File: src/hw/rtl/obe_pkg.sv
// Shared types and constants for the order book engine.
// Used by obe_ctrl, obe_dp and order_book_engine; depends on nothing.
package obe_pkg;

  localparam int unsigned CAPACITY_DEF   = 64;
  localparam int unsigned PRICE_BITS_DEF = 32;

  // Input item packing (tdata), lowest bit first
  localparam int unsigned KEY_LSB    = 0;
  localparam int unsigned SIDE_BIT   = 32;
  localparam int unsigned PRICE_LSB  = 33;
  localparam int unsigned QTY_LSB    = 65;
  localparam int unsigned LVL_LSB    = 96;
  localparam int unsigned IN_TDATA_W = 104;
  localparam int unsigned REQ_W      = 3;

  // Result item packing
  localparam int unsigned OUT_PRICE_W = 32;
  localparam int unsigned SIZE_W      = 37;
  localparam int unsigned OUT_TDATA_W = 72;
  localparam int unsigned ST_W        = 2;

  typedef enum logic [REQ_W-1:0] {
    REQ_ADD   = 3'd0,
    REQ_MOD   = 3'd1,
    REQ_REM   = 3'd2,
    REQ_PRICE = 3'd3,
    REQ_SIZE  = 3'd4
  } req_e;

  typedef enum logic [ST_W-1:0] {
    ST_OK        = 2'd0,
    ST_NOT_FOUND = 2'd1,
    ST_FULL      = 2'd2,
    ST_BAD_LEVEL = 2'd3
  } st_e;

  typedef enum logic [1:0] {
    OP_MOD   = 2'd0,
    OP_FIND  = 2'd1,
    OP_SHIFT = 2'd2,
    OP_QUERY = 2'd3
  } op_e;

  typedef enum logic [2:0] {
    S_IDLE,
    S_DISPATCH,
    S_MOD,
    S_FIND,
    S_SHIFT,
    S_QSCAN,
    S_QEVAL,
    S_RESP
  } state_e;

  typedef struct packed {
    logic latch;
    logic add;
    logic pass_start;
    op_e  pass_op;
    logic q_init;
    logic q_next;
    logic count_dec;
    logic set_st;
    st_e  st;
    logic publish;
  } cmd_t;

  typedef struct packed {
    req_e req;
    logic full;
    logic found;
    logic lvl_zero;
    logic lvl_bad;
    logic lvl_hit;
    logic pass_done;
    logic out_free;
  } sts_t;

endpackage

File: src/hw/rtl/obe_ctrl.sv
// Controller of the order book engine: sequences each request through
// table scans and result publication. Depends on obe_pkg.
module obe_ctrl import obe_pkg::*; (
  input  logic clk_i,
  input  logic rst_ni,
  input  logic s_tvalid_i,
  output logic s_tready_o,
  input  sts_t sts_i,
  output cmd_t cmd_o
);

  state_e state_q, state_d;

  always_ff @(posedge clk_i or negedge rst_ni) begin
    if (!rst_ni) state_q <= S_IDLE;
    else         state_q <= state_d;
  end

  // Next state
  always_comb begin
    state_d = state_q;
    case (state_q)
      S_IDLE:     if (s_tvalid_i) state_d = S_DISPATCH;
      S_DISPATCH: begin
        case (sts_i.req)
          REQ_MOD:             state_d = S_MOD;
          REQ_REM:             state_d = S_FIND;
          REQ_PRICE, REQ_SIZE: state_d = sts_i.lvl_zero ? S_RESP : S_QSCAN;
          default:             state_d = S_RESP;
        endcase
      end
      S_MOD:   if (sts_i.pass_done) state_d = S_RESP;
      S_FIND:  if (sts_i.pass_done) state_d = sts_i.found ? S_SHIFT : S_RESP;
      S_SHIFT: if (sts_i.pass_done) state_d = S_RESP;
      S_QSCAN: if (sts_i.pass_done) state_d = S_QEVAL;
      S_QEVAL: state_d = (sts_i.lvl_bad || sts_i.lvl_hit) ? S_RESP : S_QSCAN;
      S_RESP:  if (sts_i.out_free) state_d = S_IDLE;
      default: state_d = S_IDLE;
    endcase
  end

  // Commands
  always_comb begin
    cmd_o         = '0;
    cmd_o.pass_op = OP_MOD;
    cmd_o.st      = ST_OK;
    s_tready_o    = (state_q == S_IDLE);
    case (state_q)
      S_IDLE: cmd_o.latch = s_tvalid_i;
      S_DISPATCH: begin
        case (sts_i.req)
          REQ_ADD: begin
            cmd_o.add    = 1'b1;
            cmd_o.set_st = 1'b1;
            cmd_o.st     = sts_i.full ? ST_FULL : ST_OK;
          end
          REQ_MOD: begin
            cmd_o.pass_start = 1'b1;
            cmd_o.pass_op    = OP_MOD;
          end
          REQ_REM: begin
            cmd_o.pass_start = 1'b1;
            cmd_o.pass_op    = OP_FIND;
          end
          REQ_PRICE, REQ_SIZE: begin
            if (sts_i.lvl_zero) begin
              cmd_o.set_st = 1'b1;
              cmd_o.st     = ST_BAD_LEVEL;
            end else begin
              cmd_o.pass_start = 1'b1;
              cmd_o.pass_op    = OP_QUERY;
              cmd_o.q_init     = 1'b1;
            end
          end
          default: cmd_o.set_st = 1'b1;
        endcase
      end
      S_MOD: begin
        if (sts_i.pass_done) begin
          cmd_o.set_st = 1'b1;
          cmd_o.st     = sts_i.found ? ST_OK : ST_NOT_FOUND;
        end
      end
      S_FIND: begin
        if (sts_i.pass_done) begin
          if (sts_i.found) begin
            cmd_o.pass_start = 1'b1;
            cmd_o.pass_op    = OP_SHIFT;
          end else begin
            cmd_o.set_st = 1'b1;
            cmd_o.st     = ST_NOT_FOUND;
          end
        end
      end
      S_SHIFT: begin
        if (sts_i.pass_done) begin
          cmd_o.count_dec = 1'b1;
          cmd_o.set_st    = 1'b1;
        end
      end
      S_QEVAL: begin
        if (sts_i.lvl_bad) begin
          cmd_o.set_st = 1'b1;
          cmd_o.st     = ST_BAD_LEVEL;
        end else if (sts_i.lvl_hit) begin
          cmd_o.set_st = 1'b1;
        end else begin
          // advance to the next distinct price
          cmd_o.q_next     = 1'b1;
          cmd_o.pass_start = 1'b1;
          cmd_o.pass_op    = OP_QUERY;
        end
      end
      S_RESP: cmd_o.publish = sts_i.out_free;
      default: ;
    endcase
  end

endmodule

File: config.mk
export PLATFORM = sky130hd
export DESIGN_NAME = obe_ctrl
export DESIGN_NICKNAME = d
export VERILOG_FILES = /design/src/hw/rtl/obe_pkg.sv /design/src/hw/rtl/obe_ctrl.sv
export SDC_FILE = /design/constraint.sdc
export NUM_CORES = 1
export LEC_CHECK = 0
export ABC_AREA = 1
export BUFFER_PORTS_ARGS = -buffer_cell sky130_fd_sc_hd__buf_2
export CAP_MARGIN = 10
export CORE_MARGIN = 3
export CORE_UTILIZATION = 30
export DETAILED_ROUTE_END_ITERATION = 8
export SLEW_MARGIN = 20
export SYNTH_ARGS = -nofsm -noshare
export SYNTH_HDL_FRONTEND = slang
export SYNTH_SLANG_ARGS = --single-unit
File: constraint.sdc
create_clock -name clk_i -period 3 [get_ports clk_i]
set_input_delay 0.6 -clock clk_i [delete_from_list [all_inputs] [get_ports clk_i]]
set_output_delay 0.6 -clock clk_i [all_outputs]
set_load 0.05 [all_outputs]
==> results by group <==
Die
  • Ports: 26
  • Die Wd: approximately 47 um
  • Placeable Area: 0.00154 sq mm
  • Initial core utilization: 0.324
  • Row count: 14
  • Die Footprint: approximately 0.0022 sq mm
  • DIE HEIGHT: between 40 and 50 um

Hold path
  • Worst Hold Class: in2async

Outcome
  • Status: complete, no violations

Finish
  • Antenna Diode Count: 0
  • Seq. cell area: between 70 and 80 sq um
  • Top flop regs: state_q x3
  • Multi-input gate area: 349 sq um
  • FILL cells: ~180
  • Share of layout cells above drive strength 1: 0.333
  • Most frequent cells in the layout: 26 x nand2_1, 25 x buf_2, 12 x inv_1, 12 x nand3_1, 7 x nor2_1
  • Final Net Count: 128
  • Biggest register: state_q
  • Layout area overhead: 29.8%
  • Final instance area: around 650 sq um
  • Largest register FFs: 3
  • Commonest non-fill, non-tap cell in the layout: nand2_1

Clock network
  • # Post-CTS Setup Buffers: 0
  • CTS Buffer Depth: 2
  • TritonCTS clock tree: built
  • Number of gates resized after CTS: 0
  • Htree depth: 1
  • Worst-Skew Late Latency: between 0.2 and 0.25 ns
  • CTS root buf: clkbuf_4
  • CTS Hold Buffers Added: 0
  • CTS sink cnt: 3
  • CTS buffer count: 3
  • Clock-pin slew on the worst setup and hold paths: roughly 0.04 ns

STA
  • Worst slew pin tran: ~0.53 ns
  • Minimum clock period after layout: between 2 and 2.5 ns
  • Setup violations, final: 0
  • Worst Skew: approximately 0.0041 ns
  • Slew HR: 0.650
  • Tcrit/Tclk final: 0.800
  • Slew Viols, Final: 0
  • RSZ-0062 raised after global routing: false
  • Max Fclk: between 400 and 500 MHz
  • Final-report hold violation count: 0
  • Hold Worst Slack: between 0.1 and 0.15 ns
  • Sum Neg Setup Slack: 0 ns

Worst setup path
  • Critical Path RT: roughly 2.4 ns
  • CP Capture Type: primary output
  • Critical path depth: 4
  • Worst r2r path cells: 5
  • Critical Path Source Type: flop
  • RR Startpoint: state_q[2]
  • Slowest CP cell: dfrtp_1
  • Cells along the critical path: nor3_4 > nand4_1 > nand3_1 > buf_2
  • Reg2Reg Capture Point: state_q[0]
  • Delay-heaviest family, CP: simple AND/OR/NAND/NOR gates
  • Flop-to-flop setup slack: around 1.6 ns
  • Crit path max fanout: 13
  • Crit path capture: cmd_o[2]
  • WS Path Type: reg2out
  • CP peak stage delay: 0.56 ns
  • WP buf/inv: 1
  • Worst endpoint data arrival time: between 1.5 and 2 ns
  • Crit path from: state_q[2]

Yosys
  • Synth top area share: 0.195
  • Synth Net Count: 100
  • Avg Inst Size Synth: between 5 and 6 sq um
  • Warnings, synthesis: 0
  • Biggest area consumer among synthesized cells: nand2_1
  • Register area share after synthesis: 0.150
  • Cells after Synth: between 80 and 90
  • Synthesized area: approximately 500 sq um
  • Yosys reg bits: 3
  • Largest cells by area after synthesis: nand2_1 20%, dfrtp_1 15%, nand3_1 12%
  • Yosys cell types: 20

Routing
  • Number of remaining DRC errors: 0
  • Vias: around 640
  • TritonRoute pass-1 iters: 4
  • Via density: 4.94
  • Antenna Violating Nets Remaining: 0
  • WL final: between 1 and 1.5 mm
  • Routed len/inst: approximately 9.8 um
  • DRT iter0 DRCs: 24

Global routing
  • GRT overflow: 0
  • Vias in the first global route: between 400 and 500
  • Largest net degree at the start of global routing: 14
  • Initial antenna violation count: 0
  • GRT Resource Usage Total: 0.120
  • First-pass GRT wire length: between 1.5 and 2 mm

Power and ir drop
  • Worst VDD drop: roughly 0.00053 V
  • Leak: ~0.39 nW
  • PwrDens: 1100 mW/mm^2

Place
  • Port bufs: 25
  • Placed Area: approximately 620 sq um
  • Gpl congestion: about 0.71
  • Post-DP HPWL: a little over 1 mm

Run
  • Max-Cap Viols: 0
## area by class of cell
cell class	instances	area share
Multi-Input combinational cell	68	0.539
Clock buffer	4	0.0405
Timing Repair Buffer	25	0.193
Inverter	14	0.0811
Tap cell	16	0.0309
Sequential cell	3	0.116
## synth_stat cells, drive strengths merged
| cell | count |
|---|---|
| a31oi | 1 |
| buf | 2 |
| dfrtp | 3 |
| inv | 14 |
| nand2 | 26 |
| nand3 | 12 |
| nand3b | 1 |
| nand4 | 6 |
| nor2 | 11 |
| nor3 | 5 |
| nor4 | 1 |
| o21ai | 3 |
| or2 | 1 |
| xnor2 | 1 |
## layer usage
layer / wire length, um / up-vias / global-route usage
li1: - / 337 / -
met2: 582 / 30 / 0.192
met3: 110 / 2 / 0.0115
met5: 0 / - / 0
met4: 17 / 0 / 0.0829
met1: 569 / 273 / 0.150
## where the power goes
part	internal, mW	switching (mW)	leakage [nW]
Combinational	0.143	0.359	0.344
Sequential	0.0635	0.0733	0.0351
Clock	0.0500	0.0238	0.0150
## metrics by stage
step                      power [mW]  worst slack (ns)   util  std cells
after global placement         0.642             0.737  0.403        126
after global routing           0.771             0.435  0.420        130
after CTS                      0.718             0.577  0.420        130
final                          0.712             0.600  0.420        130
after floorplan                0.562             0.261      -         87
after detailed placement       0.643             0.703  0.403        126
## how the worst min path moves through the flow
stage / start / to / slack, ns / depth (start not counted)
global route: rst_ni / state_q[1] / 0.15 / 1
detailed placement: rst_ni / state_q[2] / 0.40 / 1
finish: rst_ni / state_q[1] / 0.14 / 1
floorplan: rst_ni / state_q[0] / 0.30 / 0
CTS: rst_ni / state_q[1] / 0.14 / 1
global placement: rst_ni / state_q[2] / 0.39 / 1
## cell families (layout without fill, tap and decap cells)
group / Yosys count / in the layout / synth area share
AOI/OAI and AO/OA: 4 / 4 / 0.0426
xor gates and xnor gates: 1 / 1 / 0.0175
buffers and inverters: 16 / 43 / 0.150
DFF: 3 / 3 / 0.150
and+or+nand+nor: 63 / 63 / 0.639
No activity file was read; power rests on OpenSTA's default activity.
